[src/rtl/core/psqt_pkg.sv]
// Shared constants, types and helper function of the quota tracker.
package psqt_pkg;

   // Sizing
   localparam int SOURCES    = 32;
   localparam int TYPES      = 11;
   localparam int COUNT_BITS = 16;
   localparam int LIMIT_BITS = 12;
   localparam int LIMS_PER_REG = 5;
   localparam int SRC_IW     = (SOURCES > 1) ? $clog2(SOURCES) : 1;
   localparam int TYPE_IW    = (TYPES > 1) ? $clog2(TYPES) : 1;

   // Request / response field widths
   localparam int KIND_BITS     = 3;
   localparam int SLOT_BITS     = 6;
   localparam int TYPE_BITS     = 4;
   localparam int REPORT_BITS   = 16;
   localparam int CAUSE_BITS    = 2;
   localparam int REQ_DATA_BITS = 16;
   localparam int RSP_DATA_BITS = 40;

   // Register port
   localparam int CSR_AW   = 6;
   localparam int CSR_DW   = 64;
   localparam int REG_BITS = LIMIT_BITS * LIMS_PER_REG;
   localparam int REG_IDX_BITS = 3;

   // Request queue
   localparam int QUEUE_DEPTH = 2;
   localparam int QP_BITS     = (QUEUE_DEPTH > 1) ? $clog2(QUEUE_DEPTH) : 1;
   localparam int QL_BITS     = $clog2(QUEUE_DEPTH + 1);

   // Request kind codes as they arrive on the bus
   localparam logic [KIND_BITS-1:0] KIND_CHECK   = 3'd0;
   localparam logic [KIND_BITS-1:0] KIND_ACQUIRE = 3'd1;
   localparam logic [KIND_BITS-1:0] KIND_RELEASE = 3'd2;
   localparam logic [KIND_BITS-1:0] KIND_CLR_SRC = 3'd3;
   localparam logic [KIND_BITS-1:0] KIND_CLR_ALL = 3'd4;

   // Deny causes
   localparam logic [CAUSE_BITS-1:0] CAUSE_NONE   = 2'd0;
   localparam logic [CAUSE_BITS-1:0] CAUSE_GLOBAL = 2'd1;
   localparam logic [CAUSE_BITS-1:0] CAUSE_SOURCE = 2'd2;

   // Register indexes
   localparam logic [REG_IDX_BITS-1:0] REG_ENABLED        = 3'd0;
   localparam logic [REG_IDX_BITS-1:0] REG_GLOBAL_LIMITS_A = 3'd1;
   localparam logic [REG_IDX_BITS-1:0] REG_GLOBAL_LIMITS_B = 3'd2;
   localparam logic [REG_IDX_BITS-1:0] REG_GLOBAL_LIMIT_C  = 3'd3;
   localparam logic [REG_IDX_BITS-1:0] REG_SOURCE_LIMITS_A = 3'd4;
   localparam logic [REG_IDX_BITS-1:0] REG_SOURCE_LIMITS_B = 3'd5;
   localparam logic [REG_IDX_BITS-1:0] REG_SOURCE_LIMIT_C  = 3'd6;

   typedef logic [COUNT_BITS-1:0] count_type;
   typedef count_type [TYPES-1:0] row_type;
   typedef logic [LIMIT_BITS-1:0] limit_type;

   localparam count_type COUNT_MAX = '1;

   // Decoded operation
   typedef enum logic [2:0] {
      OP_CHECK,
      OP_ACQUIRE,
      OP_RELEASE,
      OP_CLR_SRC,
      OP_CLR_ALL,
      OP_NOP
   } op_kind_type;

   // One classified request as it travels through the queue
   typedef struct packed {
      op_kind_type        op;
      logic [SRC_IW-1:0]  slot;
      logic [TYPE_IW-1:0] rtype;
      logic               slot_ok;
      logic               type_ok;
   } op_type;

   // Configuration register file contents
   typedef struct packed {
      logic                enabled;
      logic [REG_BITS-1:0] glim_a;
      logic [REG_BITS-1:0] glim_b;
      limit_type           glim_c;
      logic [REG_BITS-1:0] slim_a;
      logic [REG_BITS-1:0] slim_b;
      limit_type           slim_c;
   } cfg_type;

   // Response payload, allowed in the lowest bit
   typedef struct packed {
      logic [REPORT_BITS-1:0] gcount;
      logic [REPORT_BITS-1:0] scount;
      logic [CAUSE_BITS-1:0]  cause;
      logic                   allowed;
   } rsp_type;

   localparam int RSP_PAD = RSP_DATA_BITS - $bits(rsp_type);

   // Pick the 12-bit limit of one type out of the packed registers
   function automatic limit_type limit_of(logic [REG_BITS-1:0] a, logic [REG_BITS-1:0] b,
                                          limit_type c, logic [TYPE_IW-1:0] t);
      limit_type lim;
      lim = '0;
      if (32'(t) < LIMS_PER_REG) begin
         lim = a[LIMIT_BITS*32'(t) +: LIMIT_BITS];
      end else if (32'(t) < 2*LIMS_PER_REG) begin
         lim = b[LIMIT_BITS*(32'(t)-LIMS_PER_REG) +: LIMIT_BITS];
      end else if (32'(t) == 2*LIMS_PER_REG) begin
         lim = c;
      end
      return lim;
   endfunction

endpackage

[src/rtl/core/psqt_front.sv]
// Request intake: accepts requests and classifies them into queue operations.
module psqt_front import psqt_pkg::*; (
   input  logic                     req_tvalid,
   output logic                     req_tready,
   input  logic [REQ_DATA_BITS-1:0] req_tdata,  // [5:0] source_slot, [9:6] resource_type
   input  logic [KIND_BITS-1:0]     req_tuser,  // [2:0] kind
   input  logic                     q_full,
   output logic                     q_push,
   output op_type                   q_op
);

   logic [SLOT_BITS-1:0] slot;
   logic [TYPE_BITS-1:0] rtype;
   logic                 slot_ok;
   logic                 type_ok;

   assign slot    = req_tdata[SLOT_BITS-1:0];
   assign rtype   = req_tdata[SLOT_BITS +: TYPE_BITS];
   assign slot_ok = 32'(slot) < SOURCES;
   assign type_ok = 32'(rtype) < TYPES;

   assign req_tready = ~q_full;
   assign q_push     = req_tvalid & ~q_full;

   // Classify; out-of-range indexes are forced to zero so the back end never
   // addresses past its stores
   always_comb begin
      case (req_tuser)
         KIND_CHECK:   q_op.op = OP_CHECK;
         KIND_ACQUIRE: q_op.op = OP_ACQUIRE;
         KIND_RELEASE: q_op.op = OP_RELEASE;
         KIND_CLR_SRC: q_op.op = OP_CLR_SRC;
         KIND_CLR_ALL: q_op.op = OP_CLR_ALL;
         default:      q_op.op = OP_NOP;
      endcase
      q_op.slot    = slot_ok ? slot[SRC_IW-1:0] : '0;
      q_op.rtype   = type_ok ? rtype[TYPE_IW-1:0] : '0;
      q_op.slot_ok = slot_ok;
      q_op.type_ok = type_ok;
   end

endmodule

[config.mk]
export PLATFORM = sky130hd
export DESIGN_NAME = psqt_front
export DESIGN_NICKNAME = d
export VERILOG_FILES = /design/src/rtl/core/psqt_pkg.sv /design/src/rtl/core/psqt_front.sv
export SDC_FILE = /design/constraint.sdc
export NUM_CORES = 1
export LEC_CHECK = 0
export BUFFER_PORTS_ARGS = -buffer_cell sky130_fd_sc_hd__buf_2
export CORE_AREA = 2 2 39 41
export DETAILED_ROUTE_END_ITERATION = 8
export DIE_AREA = 0 0 41 43
export SYNTH_ARGS = -nofsm -noshare
export SYNTH_HDL_FRONTEND = slang
export SYNTH_SLANG_ARGS = --single-unit
[constraint.sdc]
create_clock -name vclk -period 0.9
set_clock_uncertainty 0.05 [all_clocks]
set_input_delay 0.18 -clock vclk [all_inputs]
set_output_delay 0.18 -clock vclk [all_outputs]
set_load 0.01 [all_outputs]
After elaboration in Yosys (flattened, before gate mapping)
Index checks and enable logic that the tools add are counted.

Order comparisons: 2. Equal/unequal tests: 4. Multiplexer cells: 3. Bitwise operators: 2. Reduce and logical (&&, ||, !) cells: 1.

Operator list (count): case mux 3 bit (5 select lines) (1); == test 3 x 2 -> 1 bit, second input constant (2); less-than comparator 6 bit, second input constant (1); two-way mux 5 bit (1); less-than comparator 4 bit, second input constant (1); two-way mux 4 bit (1); == test 3 x 1 -> 1 bit, second input constant (1); == test 3 bit, second input constant (1); zero test 3 bit (1); AND 1 bit (1); NOT 1 bit (1).

Register bits: 0. Bits of input ports: 21. Output and inout bits: 16. Word-level logic and storage cells: 12.

Logic depth before layout (Yosys ltp)
Depth after elaboration: 2. Mapped depth: 3. Mapped depth without buffers: 2.

Worst setup path after synthesis
OpenSTA, ideal clock, no wires.

Kind: input -> output. Start point: in req_tdata[7]. End point: out q_op[0] (netlist bit). Data arrival time: 0.518 ns. Data required time: 0.670 ns. Path slack: 0.152 ns. Cell stages on the path: 3. Path buffers: 1. Path through: a21o_1 > nand2_1 > buf_4.

Word-level cells in the longest chain between the ends: 1.

RTL lines: from (decl) (RTL line psqt_front.sv:5) `input logic [REQ_DATA_BITS-1:0] req_tdata,`; less-than comparator 4 bit (RTL line psqt_front.sv:20) `assign type_ok = 32'(rtype) < TYPES;`; to (decl) (RTL line psqt_front.sv:9) `output op_type q_op`.

Every way passes these cells.

==> flow_summary_export.csv <==
group,metric,value,unit
sta,layout_setup_ws,0.0171,ns
sta,finalCriticalPeriod,0.883,ns
yosys,synthMuxAreaShare,0,%
worst_setup_path,end_kind,"output port",
drt,routed_via_density,3.44,
hold_path,hold_start,"req_tuser[2]",
yosys,yosys.area_share.simple,58.5,%
die,top_level_ports,37,
global_route,grt_pass1_wl,745,µm
place,place.detailed.hpwl,410,µm
finish,seq_area,0,µm²
global_route,grt_overflow,0,
yosys,syn_nets,43,
global_route,grt_max_degree,7,
finish,layout_commonest_cell,"buf_2",
drt,drc,0,
worst_setup_path,cpPeakStageDelay,0.18,ns
worst_setup_path,worst-path-max-fanout,3,
yosys,synth_fa_ha_area_share,0,%
sta,post-route-period-util,98.1,%
yosys,synth_compound_area_share,18.9,%
yosys,synthXorXnorAreaFrac,0,%
sta,hold_violations,0,
sta,slew_headroom,94.2,%
place,gp_congestion,0.646,
finish,mostFrequentLayoutCells,"buf_2 (28), nor2b_1 (5), inv_1 (3), buf_6 (3)",
yosys,syn_avg_cell_area,6.03,µm²
power,p_leak,0.202,nW
drt,drtPass1Iterations,1,
worst_setup_path,arrival,0.65,ns
outcome,outcome,"finished clean",
sta,finalSetupTns,0,ns
finish,drive_gt1_share,66.0,%
power,powerDensity,450,nW/µm²
sta,finalHoldWorstSlack,0.531,ns
place,port_buffers,31,
sta,clock.fmax,1130,MHz
worst_setup_path,crit_slowest_cell,"a21o_1",
finish,fillers,160,
die,die_h,43,µm
hold_path,hold_depth,2,
global_route,antenna_found_initial,0,
worst_setup_path,worst-setup-path-type,"input pin to output port",
global_route,first_global_vias,202,
worst_setup_path,crit_chain,"buf_6 > a21o_1 > nor2_2 > buf_2",
worst_setup_path,cp.depth,4,
job,drv_cap,0,
sta,rsz0062_at_grt,"true",
hold_path,hold_class,"input pin to output port",
drt,wl_per_cell,6.85,µm
die,core.rowCount,14,
die,start_util,9.58,%
sta,slew_violations,0,
clocking,hold_buffers,0,
yosys,yosysUniqueCellTypes,11,
sta,setup_viol,0,
finish,final_nets,73,
power,ir_drop,0.0000907,V
yosys,synthCells,22,
worst_setup_path,critPathRequiredTime,0.67,ns
finish,antenna_cells,0,
worst_setup_path,startpoint_type,"input pin",
drt,ant_nets,0,
worst_setup_path,critPathBufInv,2,
place,place_worst_setup_slack,-0.0123,ns
yosys,seq_area_frac_synth,0,%
finish,area_delta_synth_final,132,%
drt,vias,227,
yosys,synth_area,133,µm²
finish,seq_cell_count,0,
die,coreArea,1380,µm²
finish,multiInputGateArea,103,µm²
finish,nClkBuffers,0,
sta,worst_pin_slew,0.0858,ns
drt,drt_iter0_markers,0,
yosys,synth_top_family_by_area,"simple AND/OR/NAND/NOR gates",
drt,wl,452,µm
worst_setup_path,crit_family,"buffers and inverters",
hold_path,holdPathEnd,"q_op[13]",
die,die_x,41,µm
die,fp.dieArea,1760,µm²
yosys,yosys_warnings,0,
global_route,track_usage,5.39,%
[stage by stage]
stage	utilization, %	cells	area, µm²	power [mW]
after floorplan	-	22	133	0.0642
after global placement	20.9	66	289	0.129
after detailed placement	20.9	66	289	0.132
after CTS	21.3	66	295	0.135
after global routing	22.2	66	308	0.153
final	22.2	66	308	0.139
[cells by family after synthesis]
family          count (synthesis)
simple gates                   12
buf+inv                         6
compound gates                  4
[synthesized netlist by cell type]
cell	instances	area, µm²
clkbuf_1	1	3.75
nand2_1	1	3.75
a21o_1	2	15.0
and2_1	2	12.5
inv_1	3	11.3
buf_4	2	15.0
and2b_1	2	15.0
o21ai_1	2	10.0
nor2b_1	5	31.3
and2b_2	1	8.76
nor2_2	1	6.26
[layout make-up]
type,count,share of cell area [%]
inverters,3,3.66
well taps,16,6.50
multi-input cells,16,33.3
repair buffers,31,56.5
[layer usage]
layer  up-vias  global-route usage [%]  wire [µm]
met2         9                    10.9        283
met5         -                       0          0
met4         0                       0          0
met3         0                   0.524         27
li1        121                       -          -
met1        97                    5.70        141
[report_power, final]
group / internal, mW / leakage [nW] / total [mW] / switching [mW]
registers: 0 / 0 / 0 / 0
logic: 0.0776 / 0.202 / 0.139 / 0.0610
clock network: 0 / 0 / 0 / 0
total: 0.0776 / 0.202 / 0.139 / 0.0610
[worst max path at each step]
| stage | startpoint | slack, ns | to |
|---|---|---|---|
| final | req_tdata[6] | 0.02 | q_op[5] |
| after global routing | req_tdata[6] | -0.02 | q_op[5] |
| after CTS | req_tdata[8] | 0.004 | q_op[5] |
| after detailed placement | req_tdata[7] | -0.01 | q_op[5] |
| after global placement | req_tdata[7] | 0.001 | q_op[5] |
| after floorplan | req_tdata[7] | 0.15 | q_op[0] |
[repair_timing]
| item | CTS | global route |
|---|---|---|
| pin swaps | 1 | 1 |
| endpoints found under the setup margin | 1 | 3 |
| setup buffers | 0 | 0 |
| resized for setup | 1 | 3 |
Power figures use the tool's default switching activity.
