### src/rtl/core/psqt_pkg.sv
// Shared constants, types and helper function of the quota tracker.
package psqt_pkg;

   // Sizing
   localparam int SOURCES    = 32;
   localparam int TYPES      = 11;
   localparam int COUNT_BITS = 16;
   localparam int LIMIT_BITS = 12;
   localparam int LIMS_PER_REG = 5;
   localparam int SRC_IW     = (SOURCES > 1) ? $clog2(SOURCES) : 1;
   localparam int TYPE_IW    = (TYPES > 1) ? $clog2(TYPES) : 1;

   // Request / response field widths
   localparam int KIND_BITS     = 3;
   localparam int SLOT_BITS     = 6;
   localparam int TYPE_BITS     = 4;
   localparam int REPORT_BITS   = 16;
   localparam int CAUSE_BITS    = 2;
   localparam int REQ_DATA_BITS = 16;
   localparam int RSP_DATA_BITS = 40;

   // Register port
   localparam int CSR_AW   = 6;
   localparam int CSR_DW   = 64;
   localparam int REG_BITS = LIMIT_BITS * LIMS_PER_REG;
   localparam int REG_IDX_BITS = 3;

   // Request queue
   localparam int QUEUE_DEPTH = 2;
   localparam int QP_BITS     = (QUEUE_DEPTH > 1) ? $clog2(QUEUE_DEPTH) : 1;
   localparam int QL_BITS     = $clog2(QUEUE_DEPTH + 1);

   // Request kind codes as they arrive on the bus
   localparam logic [KIND_BITS-1:0] KIND_CHECK   = 3'd0;
   localparam logic [KIND_BITS-1:0] KIND_ACQUIRE = 3'd1;
   localparam logic [KIND_BITS-1:0] KIND_RELEASE = 3'd2;
   localparam logic [KIND_BITS-1:0] KIND_CLR_SRC = 3'd3;
   localparam logic [KIND_BITS-1:0] KIND_CLR_ALL = 3'd4;

   // Deny causes
   localparam logic [CAUSE_BITS-1:0] CAUSE_NONE   = 2'd0;
   localparam logic [CAUSE_BITS-1:0] CAUSE_GLOBAL = 2'd1;
   localparam logic [CAUSE_BITS-1:0] CAUSE_SOURCE = 2'd2;

   // Register indexes
   localparam logic [REG_IDX_BITS-1:0] REG_ENABLED        = 3'd0;
   localparam logic [REG_IDX_BITS-1:0] REG_GLOBAL_LIMITS_A = 3'd1;
   localparam logic [REG_IDX_BITS-1:0] REG_GLOBAL_LIMITS_B = 3'd2;
   localparam logic [REG_IDX_BITS-1:0] REG_GLOBAL_LIMIT_C  = 3'd3;
   localparam logic [REG_IDX_BITS-1:0] REG_SOURCE_LIMITS_A = 3'd4;
   localparam logic [REG_IDX_BITS-1:0] REG_SOURCE_LIMITS_B = 3'd5;
   localparam logic [REG_IDX_BITS-1:0] REG_SOURCE_LIMIT_C  = 3'd6;

   typedef logic [COUNT_BITS-1:0] count_type;
   typedef count_type [TYPES-1:0] row_type;
   typedef logic [LIMIT_BITS-1:0] limit_type;

   localparam count_type COUNT_MAX = '1;

   // Decoded operation
   typedef enum logic [2:0] {
      OP_CHECK,
      OP_ACQUIRE,
      OP_RELEASE,
      OP_CLR_SRC,
      OP_CLR_ALL,
      OP_NOP
   } op_kind_type;

   // One classified request as it travels through the queue
   typedef struct packed {
      op_kind_type        op;
      logic [SRC_IW-1:0]  slot;
      logic [TYPE_IW-1:0] rtype;
      logic               slot_ok;
      logic               type_ok;
   } op_type;

   // Configuration register file contents
   typedef struct packed {
      logic                enabled;
      logic [REG_BITS-1:0] glim_a;
      logic [REG_BITS-1:0] glim_b;
      limit_type           glim_c;
      logic [REG_BITS-1:0] slim_a;
      logic [REG_BITS-1:0] slim_b;
      limit_type           slim_c;
   } cfg_type;

   // Response payload, allowed in the lowest bit
   typedef struct packed {
      logic [REPORT_BITS-1:0] gcount;
      logic [REPORT_BITS-1:0] scount;
      logic [CAUSE_BITS-1:0]  cause;
      logic                   allowed;
   } rsp_type;

   localparam int RSP_PAD = RSP_DATA_BITS - $bits(rsp_type);

   // Pick the 12-bit limit of one type out of the packed registers
   function automatic limit_type limit_of(logic [REG_BITS-1:0] a, logic [REG_BITS-1:0] b,
                                          limit_type c, logic [TYPE_IW-1:0] t);
      limit_type lim;
      lim = '0;
      if (32'(t) < LIMS_PER_REG) begin
         lim = a[LIMIT_BITS*32'(t) +: LIMIT_BITS];
      end else if (32'(t) < 2*LIMS_PER_REG) begin
         lim = b[LIMIT_BITS*(32'(t)-LIMS_PER_REG) +: LIMIT_BITS];
      end else if (32'(t) == 2*LIMS_PER_REG) begin
         lim = c;
      end
      return lim;
   endfunction

endpackage

### src/rtl/core/psqt_csr.sv
// Configuration registers of the quota tracker behind an APB-style port.
module psqt_csr import psqt_pkg::*; (
   input  logic              clock,
   input  logic              reset,
   input  logic              csr_psel,
   input  logic              csr_penable,
   input  logic              csr_pwrite,
   input  logic [CSR_AW-1:0] csr_paddr,
   input  logic [CSR_DW-1:0] csr_pwdata,
   output logic [CSR_DW-1:0] csr_prdata,
   output logic              csr_pready,
   output cfg_type           cfg
);

   cfg_type                 cfg_ff, cfg_in;
   logic [REG_IDX_BITS-1:0] reg_idx;
   logic                    wr_en;

   assign csr_pready = 1'b1;
   assign reg_idx    = csr_paddr[CSR_AW-1:3];
   assign wr_en      = csr_psel & csr_penable & csr_pwrite & csr_pready;
   assign cfg        = cfg_ff;

   // Register write decode
   always_comb begin
      cfg_in = cfg_ff;
      if (wr_en) begin
         case (reg_idx)
            REG_ENABLED:         cfg_in.enabled = csr_pwdata[0];
            REG_GLOBAL_LIMITS_A: cfg_in.glim_a  = csr_pwdata[REG_BITS-1:0];
            REG_GLOBAL_LIMITS_B: cfg_in.glim_b  = csr_pwdata[REG_BITS-1:0];
            REG_GLOBAL_LIMIT_C:  cfg_in.glim_c  = csr_pwdata[LIMIT_BITS-1:0];
            REG_SOURCE_LIMITS_A: cfg_in.slim_a  = csr_pwdata[REG_BITS-1:0];
            REG_SOURCE_LIMITS_B: cfg_in.slim_b  = csr_pwdata[REG_BITS-1:0];
            REG_SOURCE_LIMIT_C:  cfg_in.slim_c  = csr_pwdata[LIMIT_BITS-1:0];
            default: ;
         endcase
      end
   end

   always_ff @(posedge clock) begin
      if (reset) begin
         cfg_ff.enabled <= 1'b1;
         cfg_ff.glim_a  <= 60'd84476856107828200;
         cfg_ff.glim_b  <= 60'd5636372321362020;
         cfg_ff.glim_c  <= 12'd200;
         cfg_ff.slim_a  <= 60'd8447685610782820;
         cfg_ff.slim_b  <= 60'd563637232136202;
         cfg_ff.slim_c  <= 12'd20;
      end else begin
         cfg_ff <= cfg_in;
      end
   end

   // Read mux
   always_comb begin
      case (reg_idx)
         REG_ENABLED:         csr_prdata = CSR_DW'(cfg_ff.enabled);
         REG_GLOBAL_LIMITS_A: csr_prdata = CSR_DW'(cfg_ff.glim_a);
         REG_GLOBAL_LIMITS_B: csr_prdata = CSR_DW'(cfg_ff.glim_b);
         REG_GLOBAL_LIMIT_C:  csr_prdata = CSR_DW'(cfg_ff.glim_c);
         REG_SOURCE_LIMITS_A: csr_prdata = CSR_DW'(cfg_ff.slim_a);
         REG_SOURCE_LIMITS_B: csr_prdata = CSR_DW'(cfg_ff.slim_b);
         REG_SOURCE_LIMIT_C:  csr_prdata = CSR_DW'(cfg_ff.slim_c);
         default:             csr_prdata = '0;
      endcase
   end

endmodule

### config.mk
export PLATFORM = sky130hd
export DESIGN_NAME = psqt_csr
export DESIGN_NICKNAME = d
export VERILOG_FILES = /design/src/rtl/core/psqt_pkg.sv /design/src/rtl/core/psqt_csr.sv
export SDC_FILE = /design/constraint.sdc
export NUM_CORES = 1
export LEC_CHECK = 0
export BUFFER_PORTS_ARGS = -buffer_cell sky130_fd_sc_hd__buf_4
export CORE_ASPECT_RATIO = 0.7
export CORE_MARGIN = 1.5
export CORE_UTILIZATION = 50
export DETAILED_ROUTE_END_ITERATION = 10
export PLACE_DENSITY = 0.79
export SETUP_SLACK_MARGIN = 0.3
export SYNTH_ARGS = -nofsm -noshare
export SYNTH_HDL_FRONTEND = slang
export SYNTH_SLANG_ARGS = --single-unit
### constraint.sdc
create_clock -name clock -period 1.7 [get_ports clock]
set_input_delay 0.085 -clock clock [delete_from_list [all_inputs] [get_ports clock]]
set_output_delay 0.085 -clock clock [all_outputs]
set_load 0.05 [all_outputs]
# Word-level counts from Yosys, hierarchy flattened
# Cells that the tools add are included.
[classes]
eq_ne = 6
shift = 0
multipliers = 0
n_reduce_logical = 8
div = 0
bitwise_logic = 2
n_lt_le_gt_ge = 0
mux = 1
addsub = 0
[op_table]
columns = ["op", "n"]
rows = [
  ["60-bit one-hot mux with 7 select lines", 1],
  ["2-bit AND reduction", 7],
  ["3-bit equality test, second input constant", 3],
  ["3-bit by 2-bit equality test with 1-bit output, second input constant", 2],
  ["3-bit by 1-bit equality test with 1-bit output, second input constant", 1],
  ["3-bit logical NOT", 1],
  ["1-bit bitwise AND", 2],
]
[totals]
regBits = 265
latchBits = 0
mem_count = 0
mem_bits_rw = 0
rom_bits = 0
input_bits = 75
elab_cells = 24
output_inout_bits = 330

# Logic depth before layout (Yosys ltp)
# Gate-level depths: netlist of run 1.
[logic_depth]
depth_word = 3
mapped_depth = 6
mapped_depth_nobuf = 3

# Worst setup path after synthesis of run 1
# Ideal clock, no wire load.
[synth_timing]
path_type = "register -> output"
start = "register cfg_ff, in the netlist cfg[14]"
end = "output csr_prdata[2]"
path_stages_with_launch = 4
n_path_buf = 0
path_slack_ps = -302
required_ps = 1615
arrival_time_ps = 1917
cell_sequence = "dfxtp_1 -> mux2i_1 -> or2_2 -> a31oi_1"
[synth_via]
elab_chain_cells = 1
[synth_lines]
columns = ["element", "line_no", "rtl"]
rows = [
  ["start, declared", "psqt_csr.sv:15", "cfg_type cfg_ff, cfg_in;"],
  ["start signal, assigned", "psqt_csr.sv:51", "cfg_ff <= cfg_in;"],
  ["60-bit one-hot mux with 7 select lines", "psqt_csr.sv:57", "case (reg_idx)"],
  ["end, declared", "psqt_csr.sv:10", "output logic [CSR_DW-1:0] csr_prdata,"],
]
# No other way between the ends.

# Worst setup path after layout of run 1
[layout_timing]
start = "register cfg_ff, in the netlist cfg[82]"
end = "output csr_prdata[10]"
# The elaborated chain is that of the path after synthesis.

==> out/qor.csv, run 1 <==
metric,value,unit
most frequent cells in the layout,"422 x buf_4, 268 x o21ai_0, 193 x dfxtp_2, 150 x mux2i_1, 149 x nor2b_1",
reg2reg start,cfg[162],
Power Dens Cells,736.9,mW/mm2
Least-Margin Pin Slew,0.6538,ns
Avg Vias per Cell,5.965,
post-route setup slack,-0.1479,ns
"Hold Violations, Final",0,
worst-case vdd ir drop,0.6815,mV
Seq pwr share,43.2,%
first-pass GRT wire length,73260,um
layout cell share with drive strength beyond 1,49.79,%
sequential share of the synthesized area,42.75,%
drt total wl,50030,um
number of max-cap violations,0,
Final Critical Period,1.848,ns
Post-Synthesis Cells,1412,
H-tree depth,1,
leak pwr,8.052,nW
R2R cell count,4,
Placement Cell Area,0.01643,mm2
post-route cell area,0.01972,mm2
skew final,0,ns
Ys Warns,0,
remaining global-route overflow,0,
Clock Sinks,265,
Final Util,80.47,%
initial DRC count,1163,
Clock Pin Slew Worst Setup and Hold Paths,0.06,ns
Comb pwr share,15.0,%
Max Root-Sink Buffers,3,
vias in the first global route,12772,
worst-path maximum fanout,3,
NetSw,3.889,mW
GPL Wtd Cong,0.8536,
Initial DRT Pass Iterations,5,
input/output buffers,392,
Overall Global Routing Usage,36.15,%
initial antenna violation count,1,
Register Area,0.005629,mm2
Worst setup EP type,output port,
number of buffers created by CTS,27,
syn_area_per_cell,8.788,um2
R2R setup slack,0.65,ns
multi-input combinational cell area,0.007757,mm2
Site Rows,48,
# DRC,0,
Seq cells post-synth,265,
failing checks,setup timing,
initial core utilization,50.64,%
total negative slack,-0.6454,ns
chip height,134.8,um
Die Area,0.02579,mm2
min-delay src,reset,
Root Buffer,clkbuf_16,
WP data required,1.62,ns
reg-to-reg endpoint,cfg[162],
Synth cell types,35,
hold path depth,3,
wire per inst,22.53,um
dpl ws,0.03722,ns
Final ANT Viol Nets,0,
final setup fails,10,
CTS tree,built,
max reg flops,265,
die width,191.3,um
Post-Syn Area,0.01241,mm2
worst hold endpoint,cfg[264],
Rel. slew slack,56.41,%
Hold Crit Class,in -> reg,
startpoint types,register,
worst path arrival time,1.76,ns
worst skew pair latency,0.52,ns
fin nets,1951,
filler cell count,1502,
"commonest non-fill, non-tap cell in the layout",buf_4,
Core ar.,0.02450,mm2
crit path kind,reg -> out,
period utilisation layout,108.7,%
largest net degree at the start of global routing,95,
f_max,541.2,MHz
synthesis-to-finish area growth,58.91,%
Int Pwr,10.64,mW
Ports,405,
via count,13242,
unrepaired setup endpoints after global routing,true,
final slew viol count,0,
Sw Ratio,26.76,%
Design Power,14.53,mW
outcome,finished with violations,
Clock Power Share,41.8,%
hpwl dp,29450,um
[cell families after synthesis]
| family | share of synthesized area (%) |
|---|---|
| other | 0.06052 |
| and+or+nand+nor | 17.63 |
| AOI/OAI and AO/OA | 19.05 |
| muxes | 15.56 |
| DFF | 42.75 |
| buffers and inverters | 4.951 |
[synth_stat cells]
library cell,number,area [um2]
a31oi_1,4,25.02
nor3_1,2,10.01
buf_2,29,145.1
nand4b_1,1,8.760
a22oi_1,49,367.9
inv_1,1,3.750
nand2_1,4,15.01
o22ai_1,49,306.5
nor2b_1,151,944.7
o31ai_1,1,7.510
mux4_2,1,22.52
mux2i_1,176,1762
nand2b_1,112,700.7
o21ai_1,28,140.1
o21ai_0,269,1346
or2_1,1,6.260
mux2_2,13,146.4
and2b_1,1,7.510
nor2_4,1,11.26
clkbuf_1,96,360.4
nor2_2,1,6.260
nor2_1,108,405.4
a221oi_1,10,87.58
dfxtp_1,265,5305
nand3_1,1,5.000
a2bb2oi_1,6,52.55
or2_2,5,31.28
and4b_1,1,10.01
conb_1,2,7.510
buf_1,3,11.26
nand4_2,1,12.51
buf_6,1,11.26
buf_4,11,82.58
or3_1,2,12.51
a21oi_1,6,30.03
[repair_timing]
action,in CTS,in global routing
setup buffers,43,17
setup endpoints to repair,60,60
pin swaps,32,39
cloned,2,1
hold buffers,60,0
endpoints found under the hold margin,258,0
gates resized for setup,334,81
[cell type report]
type	count	area share (%)
Inverter	1	0.01904
Antenna cell	1	0.01269
Clock buffer	40	4.080
Clock inverter	7	0.4505
Timing Repair Buffer	572	25.48
Tap cell	325	2.062
Multi-Input combinational cell	1009	39.34
Sequential cell	265	28.55
[power by group through the flow]
stage / clock network, mW / registers, mW / logic [mW]
2_1_floorplan: 0 / 6.58 / 1.02
3_3_place_gp: 0 / 6.44 / 1.75
3_5_place_dp: 0 / 6.44 / 1.78
4_1_cts: 6.04 / 6.29 / 2.09
5_1_grt: 6.30 / 6.28 / 2.26
6_report: 6.07 / 6.28 / 2.19
[worst max-delay path, stage by stage, from the launching register on]
cell and delay, ns:
dfxtp_2 0.33, mux2_4 0.28, a221oi_2 0.25, buf_4 0.17
a21oi_4 0.04, buf_8 0.17
[routing by layer]
layer | GRT usage (%) | share of wire (%) | up-vias
li1 | - | - | 5864
met1 | 44.60 | 39 | 6450
met2 | 61.07 | 48 | 772
met3 | 8.212 | 9.5 | 156
met4 | 14.89 | 3.9 | 0
met5 | 0 | 0 | -
[worst max path at each step]
stage / start / endpoint / cells past startpoint
3_3_place_gp: csr_paddr[3] / csr_prdata[1] / 6
5_1_grt: cfg[144] / csr_prdata[0] / 3
2_1_floorplan: cfg[74] / csr_prdata[2] / 3
4_1_cts: cfg[144] / csr_prdata[0] / 3
6_report: cfg[82] / csr_prdata[10] / 5
3_5_place_dp: csr_paddr[3] / csr_prdata[1] / 6
[through the flow]
stage / instances / hold slack (ns)
detailed placement: 2049 / 0.3649
global placement: 2049 / 0.3461
finish: 2220 / 0.02513
CTS: 2201 / 0.004595
floorplan: 1415 / 0.2308
global route: 2220 / 0.03594
Power figures use the tool's default switching activity.
==> run 2: changes to the inputs <==
Settings changed: CORE_UTILIZATION 50 to 51, PLACE_DENSITY 0.79 to 0.8.
==> run 2 against run 1 <==
Compared with the run above:
- the flow still finishes with violations (setup timing)
- sequential share of layout area decreased by 0.36 points
- register-to-register slack lost 0.03 ns
- critical path depth decreased by 2
- sequential cell count unchanged
- worst setup slack got worse by 0.014 ns
- core utilization is 3.5 points higher
- global-route usage up 1.5 points
- total power increased by 3.1%
- combinational power hardly changed
- first-iteration DRC count is 0.34% lower
- routed wire length grew 2.1%
- non-clock buffer count increased by 12
- critical endpoint is now csr_prdata[0]
- largest power group is now the clock network
==> out/qor.csv, run 2 (synthesized netlist as in run 1, its figures left out) <==
metric,value,unit,change
worst-case vdd ir drop,0.6785,mV,-0.45%
Rel. slew slack,55.06,%,-1.4 points
worst-path maximum fanout,3,,unchanged
"CP delay by family, top",multiplexers,,
period utilisation layout,109.5,%,+0.82 points
Initial DRT Pass Iterations,7,,+2
Power Dens Cells,751.0,mW/mm2,+1.9%
startpoint types,register,,
CP bufs+invs,1,,-1
hold path depth,3,,unchanged
Ports,405,,unchanged
via count,13379,,+1.0%
f_max,537.1,MHz,-0.75%
max reg flops,265,,unchanged
final setup fails,7,,-3
H-tree depth,1,,unchanged
wire per inst,22.95,um,+1.8%
initial antenna violation count,0,,-1
number of buffers created by CTS,26,,-3.7%
Root Buffer,clkbuf_16,,
Post-Layout Cell Count,2225,,+0.23%
Least-Margin Pin Slew,0.6742,ns,+0.02033 ns
R2R setup slack,0.62,ns,-0.03 ns
remaining global-route overflow,0,,unchanged
first-pass GRT wire length,75090,um,+2.5%
most frequent cells in the layout,"427 x buf_4, 268 x o21ai_0, 173 x dfxtp_2, 149 x nor2b_1, 146 x mux2i_1",,
post-route setup slack,-0.1618,ns,-0.01391 ns
Site Rows,47,,-2.1%
Core ar.,0.02376,mm2,-3.0%
# DRC,0,,unchanged
Die Area,0.02529,mm2,-1.9%
initial DRC count,1159,,-0.34%
largest net degree at the start of global routing,77,,-19%
die width,189.4,um,-0.97%
Worst setup EP type,output port,,
Clock Sinks,265,,unchanged
failing checks,setup timing,,
input/output buffers,392,,unchanged
final slew viol count,0,,unchanged
worst skew pair latency,0.52,ns,about the same
Worst Hold Margin,0.05168,ns,+0.02655 ns
skew final,0,ns,unchanged
CP peak stage delay,0.46,ns,+0.13 ns
"Hold Violations, Final",0,,unchanged
crit path to,csr_prdata[0],,
Avg Vias per Cell,6.013,,+0.81%
Max Root-Sink Buffers,3,,unchanged
initial core utilization,52.23,%,+1.6 points
synthesis-to-finish area growth,60.73,%,
Hold Crit Class,in -> reg,,
number of max-cap violations,0,,unchanged
chip height,133.5,um,-0.96%
hpwl dp,30030,um,+2.0%
reg2reg start,cfg[23],,
Register Area,0.005623,mm2,-0.11%
Overall Global Routing Usage,37.67,%,+1.5 points
CTS tree,built,,
crit path kind,reg -> out,,
DP Cell Count,2041,,-0.39%
GPL Wtd Cong,0.8736,,+2.3%
Final Util,83.95,%,+3.5 points
Final Critical Period,1.862,ns,+0.01391 ns
leak pwr,8.147,nW,+1.2%
Clock Pin Slew Worst Setup and Hold Paths,0.07,ns,about the same
drt total wl,51060,um,+2.1%
outcome,finished with violations,,
slowest CP cell,mux4_2,,
reg-to-reg endpoint,cfg[23],,
fin nets,1962,,+0.56%
cells along the critical path,"mux4_2, mux2_4, buf_8",,
dpl ws,0.1130,ns,+0.07578 ns
worst setup path start,cfg[264],,
R2R cell count,4,,unchanged
filler cell count,1273,,-15%
Final ANT Viol Nets,0,,unchanged
vias in the first global route,13160,,+3.0%
multi-input combinational cell area,0.007755,mm2,about the same
unrepaired setup endpoints after global routing,true,,
Ant. Diodes,0,,-1
Worst path depth,3,,-2
WP data required,1.62,ns,about the same
worst path arrival time,1.78,ns,+0.02 ns
layout cell share with drive strength beyond 1,49.66,%,-0.13 points
"commonest non-fill, non-tap cell in the layout",buf_4,,
run 2: cell type report:
cell class / count / area share, %
clock inverters: 15 / 1.161
flip-flops and latches: 265 / 28.19
multi-input cells: 1009 / 38.88
repair buffers: 584 / 26.05
well taps: 318 / 1.995
clock buffers: 33 / 3.701
inverters: 1 / 0.01882
run 2: tightest hold or removal path, cell delays in order:
cell and delay (ns):
buf_8 0.22, nor2_1 0.14, mux2i_1 0.07
run 2: where the power goes:
part	internal (mW)	total (mW)	switching, mW
combinational	0.864	2.20	1.34
sequential	6.22	6.27	0.0527
clock	3.99	6.51	2.52
run 2: worst min path at each step:
stage | startpoint | end | slack [ns]
after floorplan | csr_pwdata[41] | cfg[53] | 0.23
after global placement | csr_pwdata[4] | cfg[4] | 0.35
after detailed placement | csr_pwdata[12] | cfg[24] | 0.37
after CTS | reset | cfg[77] | 0.04
after global routing | csr_penable | cfg[137] | 0.06
final | reset | cfg[77] | 0.05
run 2: what timing repair did:
item	in CTS	in global routing
setup buffers	57	14
endpoints found under the hold margin	255	0
hold buffers	61	0
gates resized for setup	357	45
gates cloned	2	2
pin swaps	38	26
setup endpoints to repair	60	60
run 2: per-stage QoR:
| stage | TNS, ns | cell area [um2] | power, mW |
|---|---|---|---|
| floorplan | 0 | 13010 | 7.601 |
| global placement | 0 | 16480 | 8.186 |
| detailed placement | 0 | 16480 | 8.209 |
| CTS | -0.5253 | 19640 | 14.87 |
| global route | -0.8764 | 19940 | 15.34 |
| finish | -0.4967 | 19940 | 14.98 |
run 2: per-layer routing:
layer	global-route usage, %	wire (um)	part of all wire (%)
met1	46.53	19300	38
met4	15.78	2473	4.8
met5	0	0	0
met2	64.67	24510	48
met3	6.928	4778	9.4
