### src/rtl/core/psqt_pkg.sv
// Shared constants, types and helper function of the quota tracker.
package psqt_pkg;

   // Sizing
   localparam int SOURCES    = 32;
   localparam int TYPES      = 11;
   localparam int COUNT_BITS = 16;
   localparam int LIMIT_BITS = 12;
   localparam int LIMS_PER_REG = 5;
   localparam int SRC_IW     = (SOURCES > 1) ? $clog2(SOURCES) : 1;
   localparam int TYPE_IW    = (TYPES > 1) ? $clog2(TYPES) : 1;

   // Request / response field widths
   localparam int KIND_BITS     = 3;
   localparam int SLOT_BITS     = 6;
   localparam int TYPE_BITS     = 4;
   localparam int REPORT_BITS   = 16;
   localparam int CAUSE_BITS    = 2;
   localparam int REQ_DATA_BITS = 16;
   localparam int RSP_DATA_BITS = 40;

   // Register port
   localparam int CSR_AW   = 6;
   localparam int CSR_DW   = 64;
   localparam int REG_BITS = LIMIT_BITS * LIMS_PER_REG;
   localparam int REG_IDX_BITS = 3;

   // Request queue
   localparam int QUEUE_DEPTH = 2;
   localparam int QP_BITS     = (QUEUE_DEPTH > 1) ? $clog2(QUEUE_DEPTH) : 1;
   localparam int QL_BITS     = $clog2(QUEUE_DEPTH + 1);

   // Request kind codes as they arrive on the bus
   localparam logic [KIND_BITS-1:0] KIND_CHECK   = 3'd0;
   localparam logic [KIND_BITS-1:0] KIND_ACQUIRE = 3'd1;
   localparam logic [KIND_BITS-1:0] KIND_RELEASE = 3'd2;
   localparam logic [KIND_BITS-1:0] KIND_CLR_SRC = 3'd3;
   localparam logic [KIND_BITS-1:0] KIND_CLR_ALL = 3'd4;

   // Deny causes
   localparam logic [CAUSE_BITS-1:0] CAUSE_NONE   = 2'd0;
   localparam logic [CAUSE_BITS-1:0] CAUSE_GLOBAL = 2'd1;
   localparam logic [CAUSE_BITS-1:0] CAUSE_SOURCE = 2'd2;

   // Register indexes
   localparam logic [REG_IDX_BITS-1:0] REG_ENABLED        = 3'd0;
   localparam logic [REG_IDX_BITS-1:0] REG_GLOBAL_LIMITS_A = 3'd1;
   localparam logic [REG_IDX_BITS-1:0] REG_GLOBAL_LIMITS_B = 3'd2;
   localparam logic [REG_IDX_BITS-1:0] REG_GLOBAL_LIMIT_C  = 3'd3;
   localparam logic [REG_IDX_BITS-1:0] REG_SOURCE_LIMITS_A = 3'd4;
   localparam logic [REG_IDX_BITS-1:0] REG_SOURCE_LIMITS_B = 3'd5;
   localparam logic [REG_IDX_BITS-1:0] REG_SOURCE_LIMIT_C  = 3'd6;

   typedef logic [COUNT_BITS-1:0] count_type;
   typedef count_type [TYPES-1:0] row_type;
   typedef logic [LIMIT_BITS-1:0] limit_type;

   localparam count_type COUNT_MAX = '1;

   // Decoded operation
   typedef enum logic [2:0] {
      OP_CHECK,
      OP_ACQUIRE,
      OP_RELEASE,
      OP_CLR_SRC,
      OP_CLR_ALL,
      OP_NOP
   } op_kind_type;

   // One classified request as it travels through the queue
   typedef struct packed {
      op_kind_type        op;
      logic [SRC_IW-1:0]  slot;
      logic [TYPE_IW-1:0] rtype;
      logic               slot_ok;
      logic               type_ok;
   } op_type;

   // Configuration register file contents
   typedef struct packed {
      logic                enabled;
      logic [REG_BITS-1:0] glim_a;
      logic [REG_BITS-1:0] glim_b;
      limit_type           glim_c;
      logic [REG_BITS-1:0] slim_a;
      logic [REG_BITS-1:0] slim_b;
      limit_type           slim_c;
   } cfg_type;

   // Response payload, allowed in the lowest bit
   typedef struct packed {
      logic [REPORT_BITS-1:0] gcount;
      logic [REPORT_BITS-1:0] scount;
      logic [CAUSE_BITS-1:0]  cause;
      logic                   allowed;
   } rsp_type;

   localparam int RSP_PAD = RSP_DATA_BITS - $bits(rsp_type);

   // Pick the 12-bit limit of one type out of the packed registers
   function automatic limit_type limit_of(logic [REG_BITS-1:0] a, logic [REG_BITS-1:0] b,
                                          limit_type c, logic [TYPE_IW-1:0] t);
      limit_type lim;
      lim = '0;
      if (32'(t) < LIMS_PER_REG) begin
         lim = a[LIMIT_BITS*32'(t) +: LIMIT_BITS];
      end else if (32'(t) < 2*LIMS_PER_REG) begin
         lim = b[LIMIT_BITS*(32'(t)-LIMS_PER_REG) +: LIMIT_BITS];
      end else if (32'(t) == 2*LIMS_PER_REG) begin
         lim = c;
      end
      return lim;
   endfunction

endpackage

### src/rtl/core/psqt_fifo.sv
// Short queue of classified operations between intake and execution.
module psqt_fifo import psqt_pkg::*; (
   input  logic   clock,
   input  logic   reset,
   input  logic   push,
   input  op_type push_op,
   output logic   full,
   input  logic   pop,
   output op_type pop_op,
   output logic   not_empty
);

   op_type               entries_ff [QUEUE_DEPTH];
   logic [QP_BITS-1:0]   wr_ptr_ff, wr_ptr_in;
   logic [QP_BITS-1:0]   rd_ptr_ff, rd_ptr_in;
   logic [QL_BITS-1:0]   level_ff, level_in;
   logic                 do_push, do_pop;

   assign full      = level_ff == QL_BITS'(QUEUE_DEPTH);
   assign not_empty = level_ff != '0;
   assign do_push   = push & ~full;
   assign do_pop    = pop & not_empty;
   assign pop_op    = entries_ff[rd_ptr_ff];

   always_comb begin
      wr_ptr_in = wr_ptr_ff;
      rd_ptr_in = rd_ptr_ff;
      level_in  = level_ff;
      if (do_push) begin
         wr_ptr_in = (wr_ptr_ff == QP_BITS'(QUEUE_DEPTH-1)) ? '0 : wr_ptr_ff + QP_BITS'(1);
      end
      if (do_pop) begin
         rd_ptr_in = (rd_ptr_ff == QP_BITS'(QUEUE_DEPTH-1)) ? '0 : rd_ptr_ff + QP_BITS'(1);
      end
      if (do_push && !do_pop) begin
         level_in = level_ff + QL_BITS'(1);
      end else if (do_pop && !do_push) begin
         level_in = level_ff - QL_BITS'(1);
      end
   end

   always_ff @(posedge clock) begin
      if (reset) begin
         wr_ptr_ff <= '0;
         rd_ptr_ff <= '0;
         level_ff  <= '0;
      end else begin
         wr_ptr_ff <= wr_ptr_in;
         rd_ptr_ff <= rd_ptr_in;
         level_ff  <= level_in;
      end
   end

   // Entry storage
   always_ff @(posedge clock) begin
      if (do_push) begin
         entries_ff[wr_ptr_ff] <= push_op;
      end
   end

endmodule

### config.mk
export PLATFORM = sky130hd
export DESIGN_NAME = psqt_fifo
export DESIGN_NICKNAME = d
export VERILOG_FILES = /design/src/rtl/core/psqt_pkg.sv /design/src/rtl/core/psqt_fifo.sv
export SDC_FILE = /design/constraint.sdc
export NUM_CORES = 1
export LEC_CHECK = 0
export ABC_AREA = 0
export CORE_MARGIN = 4
export CORE_UTILIZATION = 35
export CTS_CLUSTER_SIZE = 25
export DETAILED_ROUTE_END_ITERATION = 8
export DONT_BUFFER_PORTS = 1
export MAX_ROUTING_LAYER = met4
export PLACE_DENSITY = 0.47
export SYNTH_ARGS = -nofsm -noshare
export SYNTH_HDL_FRONTEND = slang
export SYNTH_SLANG_ARGS = --single-unit
### constraint.sdc
create_clock -name clock -period 3.5 [get_ports clock]
set_clock_uncertainty 0.1 [all_clocks]
set_input_delay 1.05 -clock clock [delete_from_list [all_inputs] [get_ports clock]]
set_output_delay 1.05 -clock clock [all_outputs]
set_load 0.005 [all_outputs]
[Word-level counts from Yosys, hierarchy flattened]
Memory sizes are Yosys's and may differ from the RTL's. A register that Yosys moved wholly into a read port is not among the register bits.
Index checks and enable logic that the tools add are counted.
Storage, ports and cells
  register bits: 4
  latch bits: 0
  bits in writable memories: 28
  bits in read-only memories: 0
  output and inout port bits: 16
  logic and storage cells: 26
  memories kept: 1
Memory list
  entries_ff: words 2, width 14, rd ports 1, clocked after memory_dff 1, wr ports 1, line psqt_fifo.sv:13  | op_type entries_ff [QUEUE_DEPTH];
Operators by class
  add/sub/neg operators: 4
  multiply operators: 0
  divide/modulo/power cells: 0
  order comparisons: 0
  equal/unequal tests: 1
  shifts and indexed selects: 0
  mux-type cells: 8
  bitwise gates (word level): 3
  reductions and logical operators: 6
Operators by type and width (number)
  2-to-1 mux 1 bit: 6
  2-to-1 mux 2 bit: 2
  nonzero test 2 bit: 2
  adder 1 bit (second input constant): 2
  adder 2 x 1 -> 2 bit (second input constant): 1
  bitwise AND 1 bit: 2
  == test 2 bit (second input constant): 1
  logical AND 1 bit: 2
  zero test 1 bit: 2
  subtractor 2 x 1 -> 2 bit (second input constant): 1
  inverter 1 bit: 1

[Depth between registers and ports, before layout]
Gate-level depths: netlist of run 1.
  depth in word-level cells: 7
  gate-level depth with buffers: 6
  depth with buffers taken out: 6

[Worst setup path after synthesis of run 1]
OpenSTA, ideal clock, no wires.
  path kind: input to register
  from: input port push
  to: memory entries_ff[0][0] (netlist name), enable pin
  arrival time: 1744 ps
  required time: 3046 ps
  setup slack: 1302 ps
  cell stages on the path: 3
  cells stage by stage: inv_1 or3_1 inv_1
On the way
  word-level cells in the longest chain between the ends: 3
Ends and longest elaborated chain
  start, declared: line psqt_fifo.sv:5  | input logic push,
  bitwise AND 1 bit: line psqt_fifo.sv:21  | assign do_push = push & ~full;
  2-to-1 mux 1 bit: line psqt_fifo.sv:56  | if (do_push) begin
  2-to-1 mux 1 bit (not written as such): line psqt_fifo.sv:57  | entries_ff[wr_ptr_ff] <= push_op;
  end, declared: line psqt_fifo.sv:13
No other way between the ends.

==> flow_summary_export.csv, run 1 <==
group,metric,value,unit
outcome,outcome,"complete, no violations",
worst_setup_path,worstPathArrival,1.49,ns
worst_setup_path,slowest_delay,0.74,ns
timing,finalCriticalPeriod,2.64,ns
clock_tree,htree_num_levels,2,
synth,sequential_cell_area_fraction_in_the_yosys_report,76.9,%
place,port_buffers,0,
finish,finish.utilization,39.4,%
worst_setup_path,worst_ep_required_time,2.35,ns
synth,post_synth.cell_area_avg,18.0,µm²
grt,grt_first_pass_wirelength,3000,µm
clock_tree,worst_case_clock_buffer_depth,2,
pwr,power.density,699,nW/µm²
finish,multi_input_comb_area,270,µm²
grt,grt_util_met3,5.32,%
worst_setup_path,crit_path_top_delay_cell,"sky130_fd_sc_hd__dfxtp_1",
routing,final_antenna_net_count,0,
die,die_height,67.1,µm
pwr,power_leakage,0.443,nW
grt,pin_count_of_the_biggest_net_entering_global_routing,15,
routing,first_iter_violations,12,
place,place_area,1280,µm²
synth,syn_nets,87,
timing,hold_viol_final,0,
synth,postSynthCellCount,68,
clock_tree,cts_root_buf,"sky130_fd_sc_hd__clkbuf_4",
finish,antenna_cells,0,
die,rows,21,
synth,synth_async_sr_flop_share,0,%
worst_setup_path,cp_num_buf_inv,0,
pwr,power.total,0.000927,W
timing,tns,0,ns
synth,yosys_warnings,0,
die,start_util,36.4,%
grt,globalRouteMet1Util,9.39,%
routing,route.detailed.drc,0,
routing,drt_first_pass_iters,3,
clock_tree,numCtsBuffers,5,
synth,syn-cell-area,1220,µm²
finish,fill_cells,342,
timing,rsz0062_at_grt,"false",
worst_setup_path,reg2reg_depth,3,
routing,drt-wirelength-per-cell,16.0,µm
grt,global_route.usage.total,10.0,%
finish,final_area,1330,µm²
worst_setup_path,crit_type,"reg2out",
timing,final-max-slew-violation-count,0,
timing,tightestPinTransition,0.666,ns
worst_setup_path,cp_cell_sequence,"mux2_2",
grt,grt_remaining_overflow,0,
routing,wirelength,1940,µm
finish,most_common_library_cell_in_the_layout_ignoring_fill_and_taps,"sky130_fd_sc_hd__edfxtp_1",
place,post-place-cells,113,
routing,vias_per_cell,4.66,
worst_setup_path,critical-path-top-delay-family,"flip-flops",
synth,synth.distinct_cells,14,
clock_tree,worst_skew_pair.late_latency,0.32,ns
clock_tree,cts_tree,"yes",
die,floorplan.io_pins,34,
pwr,peakVddDrop,0.244,mV
worst_setup_path,worstReg2RegEnd,"entries_ff[0][1]",
synth,number_of_enable_flip_flop_cells_after_synthesis,28,
hold_path,hold_sp,"wr_ptr_ff",
clock_tree,cts.clk_slew.worst_paths,0.09,ns
grt,gr-max-usage-layer,"met2",
grt,number_of_antenna_violations_at_the_first_check_in_global_routing,0,
clock_tree,hold_buffers,0,
worst_setup_path,crit-reg2reg-launch,"level_ff[1]",
worst_setup_path,crit_path_max_fanout,14,
timing,timing.max_slew.rel_slack,55.6,%
synth,synth.ff_latch_count,33,
grt,first_global_vias,637,
finish,areaGrowthSynthToFinish,8.28,%
worst_setup_path,critical_path_capture_point_type,"primary output",
finish,nets,93,
synth,ys.flop_type,"sky130_fd_sc_hd__edfxtp_1",
die,die-area,4510,µm²
hold_path,hold_path_depth,2,
worst_setup_path,reg2reg_setup_slack,1.74,ns
die,die-width,67.1,µm
clock_tree,post_cts.resized_instances,0,
timing,clock.fmax,379,MHz
finish,post_route_cells_drive_above_1_share,28.0,%
worst_setup_path,worstSetupStartpointType,"register",
finish,most-common-layout-cells,"sky130_fd_sc_hd__edfxtp_1 (28), sky130_fd_sc_hd__mux2_2 (14), sky130_fd_sc_hd__dfxtp_1 (5), sky130_fd_sc_hd__clkbuf_4 (5), sky130_fd_sc_hd__nor2_1 (4)",
place,gpl.final_weighted_congestion,0.721,
timing,final.period_utilization,75.5,%
finish,area.sequential,941,µm²
clock_tree,cts_num_sinks,33,
place,dp.final_hpwl,1290,µm
timing,setup_viol,0,
hold_path,hold_class,"reg2reg",
grt,use_met2,15.5,%
job,maxCapViolCount,0,
hold_path,min_delay_worst_endpoint,"wr_ptr_ff",
clock_tree,cts.repair_timing.setup_buffer_count,0,
routing,via_count,564,
finish,final_cells,121,
die,coreArea,3360,µm²
-- how the worst max path moves through the flow --
stage	startpoint	end	slack (ns)	depth (start not counted)
final	register	pop_op[4]	0.86	1
after global routing	register	pop_op[6]	0.71	1
after CTS	register	pop_op[5]	0.79	1
after detailed placement	push	entries_ff[0][12]	1.10	3
after global placement	push	entries_ff[0][1]	1.13	3
after floorplan	push	entries_ff[0][0]	1.30	3
-- routing by layer --
metal  part of all wire (%)  wire, µm
met1                     37       716
met2                     51       982
met3                     10       196
met4                    2.4        46
met5                      0         0
-- stage by stage --
stage                     hold slack, ns  setup WS, ns
after floorplan                    0.352          1.30
after global placement             0.364          1.13
after detailed placement           0.380          1.10
after CTS                          0.397         0.788
after global routing               0.417         0.711
final                              0.391         0.859
-- cells in the mapped netlist (all sizes together), types with 2 or more instances --
| cell type | instances | area (µm²) |
|---|---|---|
| or3 | 2 | 12.5 |
| xor2 | 3 | 26.3 |
| edfxtp | 28 | 841 |
| nor2 | 4 | 15.0 |
| mux2 | 14 | 158 |
| dfxtp | 5 | 100 |
| inv | 2 | 7.51 |
| a21oi | 2 | 10.0 |
| o21ai | 3 | 15.0 |
-- state kept, by name, summed over array words and instances (netlist names), named ones only --
| signal | cells |
|---|---|
| entries_ff | 28 |
| level_ff | 2 |
| rd_ptr_ff | 1 |
| wr_ptr_ff | 1 |
-- logic make-up after synthesis --
logic type / synth area share [%]
flip-flops: 76.9
multiplexers: 12.9
AND/OR/NAND/NOR: 3.99
AO/OA/AOI/OAI: 2.04
XOR/XNOR: 2.15
buffers and inverters: 1.02
adder cells (fa/ha/maj): 1.02
-- power by group --
group	leakage (nW)	switching [W]	internal, W
clock	0.0265	0.000117	0.0000800
combinational	0.113	0.0000933	0.0000939
sequential	0.303	0.0000443	0.000499
total	0.443	0.000254	0.000672
-- cell type report --
cell class                      instances  area share (%)
Tap cell                               46            4.34
Inverter                                2           0.567
Clock buffer                            8            3.68
Sequential cell                        33            71.0
Multi-Input combinational cell         32            20.4
(Power assumes the default switching activity.)
==> inputs of run 2 (changes only) <==
Settings changed: ABC_AREA 0 to 1.
Clock period 3.5 ns to 2.5 ns, I/O delays scaled along.
==> run 2 against run 1 <==
Area after synthesis up 2.5%. Core utilization up 2.6 points. First-iteration DRC count up 100%. Sequential share of layout area down 4.9 points. Final cell count up 14%. Global-route usage down 0.13 points. Via count up 14%. Critical path depth up 1. Power up 57%. Sequential power up 34%. Critical endpoint is now pop_op[2]. Largest power group unchanged.
==> flow_summary_export.csv, run 2 <==
group,metric,value,unit
worst_setup_path,critical_path_capture_point_type,"primary output",
worst_setup_path,crit_path_top_delay_cell,"sky130_fd_sc_hd__mux2_2",
synth,synth.top_cells.by_area,"sky130_fd_sc_hd__edfxtp_1 (67%), sky130_fd_sc_hd__mux2_2 (13%), sky130_fd_sc_hd__dfxtp_1 (8.0%)",
timing,finalCriticalPeriod,2.14,ns
clock_tree,cts_num_sinks,33,
timing,final.period_utilization,85.7,%
hold_path,hold_class,"reg2reg",
place,post-place-cells,130,
timing,clock.fmax,467,MHz
finish,final_area,1420,µm²
synth,postSynthCellCount,80,
synth,synth.ff_latch_count,33,
pwr,p_int,0.00107,W
grt,pin_count_of_the_biggest_net_entering_global_routing,13,
finish,largest_register_ffs,28,
synth,yosysMostFrequentCell,"sky130_fd_sc_hd__edfxtp_1",
die,coreArea,3390,µm²
die,die-area,4600,µm²
place,dp.final_hpwl,1470,µm
timing,final-max-slew-violation-count,0,
routing,drt_first_pass_iters,3,
clock_tree,cts_root_buf,"sky130_fd_sc_hd__clkbuf_4",
die,die_height,67.9,µm
clock_tree,worst_skew_pair.late_latency,0.32,ns
grt,grt_util_met3,6.40,%
synth,synth.largest_area_cell,"sky130_fd_sc_hd__edfxtp_1",
clock_tree,worst_case_clock_buffer_depth,2,
grt,global_route.usage.total,9.91,%
worst_setup_path,worstPathArrival,1.29,ns
synth,post_synth.cell_area_avg,15.7,µm²
synth,syn_nets,99,
die,floorplan.io_pins,34,
finish,most-common-layout-cells,"sky130_fd_sc_hd__edfxtp_1 (28), sky130_fd_sc_hd__mux2_2 (14), sky130_fd_sc_hd__inv_1 (8), sky130_fd_sc_hd__nor2_1 (8), sky130_fd_sc_hd__nand2_1 (7)",
routing,vias_per_cell,4.65,
timing,hold_viol_final,0,
grt,number_of_antenna_violations_at_the_first_check_in_global_routing,0,
grt,first_global_vias,643,
pwr,combPwrFrac,22.1,%
timing,setup_viol,0,
grt,grt_remaining_overflow,0,
die,die-width,67.9,µm
routing,wirelength,2000,µm
synth,synth_common_cells,"sky130_fd_sc_hd__edfxtp_1 (28), sky130_fd_sc_hd__mux2_2 (14), sky130_fd_sc_hd__inv_1 (8), sky130_fd_sc_hd__nor2_1 (8), sky130_fd_sc_hd__nand2_1 (7)",
clock_tree,cts.clk_slew.worst_paths,0.09,ns
clock_tree,numCtsBuffers,5,
finish,final_cells,138,
synth,yosys_warnings,0,
place,port_buffers,0,
synth,syn-cell-area,1250,µm²
outcome,outcome,"complete, no violations",
timing,post-route-worst-setup-slack,0.357,ns
synth,synth.distinct_cells,13,
worst_setup_path,crit_type,"reg2out",
clock_tree,htree_num_levels,2,
pwr,power.density,1020,nW/µm²
pwr,sequentialPowerShare,50.2,%
routing,drt-wirelength-per-cell,14.5,µm
synth,number_of_enable_flip_flop_cells_after_synthesis,28,
grt,grt_first_pass_wirelength,2990,µm
worst_setup_path,worstSetupStartpointType,"register",
die,start_util,37.0,%
place,post-place-ws,0.680,ns
finish,nets,110,
pwr,peakVddDrop,0.505,mV
routing,first_iter_violations,24,
timing,timing.max_slew.rel_slack,88.5,%
pwr,proportion_of_total_power_due_to_net_switching,26.3,%
finish,most_common_library_cell_in_the_layout_ignoring_fill_and_taps,"sky130_fd_sc_hd__edfxtp_1",
place,gpl.final_weighted_congestion,0.627,
synth,synth_async_sr_flop_share,0,%
finish,areaGrowthSynthToFinish,13.5,%
pwr,power_leakage,0.515,nW
grt,use_met2,15.9,%
timing,tightestPinTransition,0.173,ns
routing,final_antenna_net_count,0,
worst_setup_path,crit_path_max_fanout,12,
worst_setup_path,slowest_delay,0.38,ns
synth,synth_largest_type_area_fraction,67.1,%
pwr,p_clk_share,27.7,%
clock_tree,hold_buffers,0,
finish,post_route_cells_drive_above_1_share,29.3,%
place,place_area,1340,µm²
clock_tree,cts.repair_timing.setup_buffer_count,0,
clock_tree,post_cts.resized_instances,0,
pwr,power.total,0.00145,W
pwr,switching_power,0.000381,W
synth,ys.flop_type,"sky130_fd_sc_hd__edfxtp_1",
finish,registers.top_by_ff_count,"entries_ff",
clock_tree,cts_tree,"yes",
worst_setup_path,worst_ep_required_time,1.65,ns
synth,sequential_cell_area_fraction_in_the_yosys_report,75.0,%
timing,tns,0,ns
finish,largestRegisters,"entries_ff: 28 flops, level_ff: 2 flops",
worst_setup_path,cp_cell_sequence,"buf_4 -> mux2_2",
job,maxCapViolCount,0,
timing,rsz0062_at_grt,"false",
grt,gr-max-usage-layer,"met2",
routing,route.detailed.drc,0,
die,rows,21,
routing,via_count,642,
grt,globalRouteMet1Util,8.96,%
finish,antenna_cells,0,
-- run 2: cell types whose count changed after synthesis, sizes merged, moves of 2 or more --
cell   delta
nand2     +7
inv       +6
nor2      +4
xor2      -3
nand3     +2
or3       -2
-- run 2: kinds of logic (layout without fill, tap and decap cells) --
| group | Yosys count | count (layout) | share of synthesized area, % |
|---|---|---|---|
| flops | 33 | 33 | 75.1 |
| compound gates | 5 | 5 | 2.30 |
| buf+inv | 9 | 21 | 3.29 |
| mux | 14 | 14 | 12.6 |
| simple gates | 18 | 18 | 5.79 |
| fa+ha+maj | 1 | 1 | 0.998 |
-- run 2: final cells by class --
class | count | area, µm²
inverters | 8 | 30.0
repair buffers | 5 | 37.5
multi-input cells | 38 | 272
flip-flops and latches | 33 | 941
fillers | 305 | 1970
clock buffers | 7 | 55.1
well taps | 46 | 57.6
clock inverters | 1 | 30.0
-- run 2: critical path: cells and delay by family (launching register included) --
family / cells / cell delay (ns)
buffers and inverters: 1 / 0.23
DFF: 1 / 0.37
muxes: 1 / 0.38
-- run 2: through the flow --
stage,util (%),hold WS [ns]
after floorplan,-,0.365
after global placement,39.5,0.384
after detailed placement,39.5,0.395
after CTS,42.0,0.399
after global routing,42.0,0.373
final,42.0,0.409
-- run 2: path summary, 6_finish.rpt --
check,depth (start not counted),slack (ns),from,end
worst max register to register,9,0.95,level_ff[0],level_ff[1]
worst min register to register,2,0.41,rd_ptr_ff,rd_ptr_ff
worst max-delay path,2,0.36,register,pop_op[2]
worst min-delay path,2,0.41,rd_ptr_ff,rd_ptr_ff
-- run 2: power groups by stage --
| stage | Combinational [W] | Sequential (W) | Clock [W] |
|---|---|---|---|
| after floorplan | 0.000246 | 0.000739 | 0 |
| after global placement | 0.000320 | 0.000739 | 0 |
| after detailed placement | 0.000330 | 0.000743 | 0 |
| after CTS | 0.000332 | 0.000729 | 0.000419 |
| after global routing | 0.000358 | 0.000737 | 0.000453 |
| final | 0.000321 | 0.000729 | 0.000401 |
-- run 2: routing by layer --
layer  vias to the layer above  wire length [µm]
met4                         0                22
met2                        25               988
met3                         4               238
met1                       307               751
met5                         -                 0
li1                        306                 -
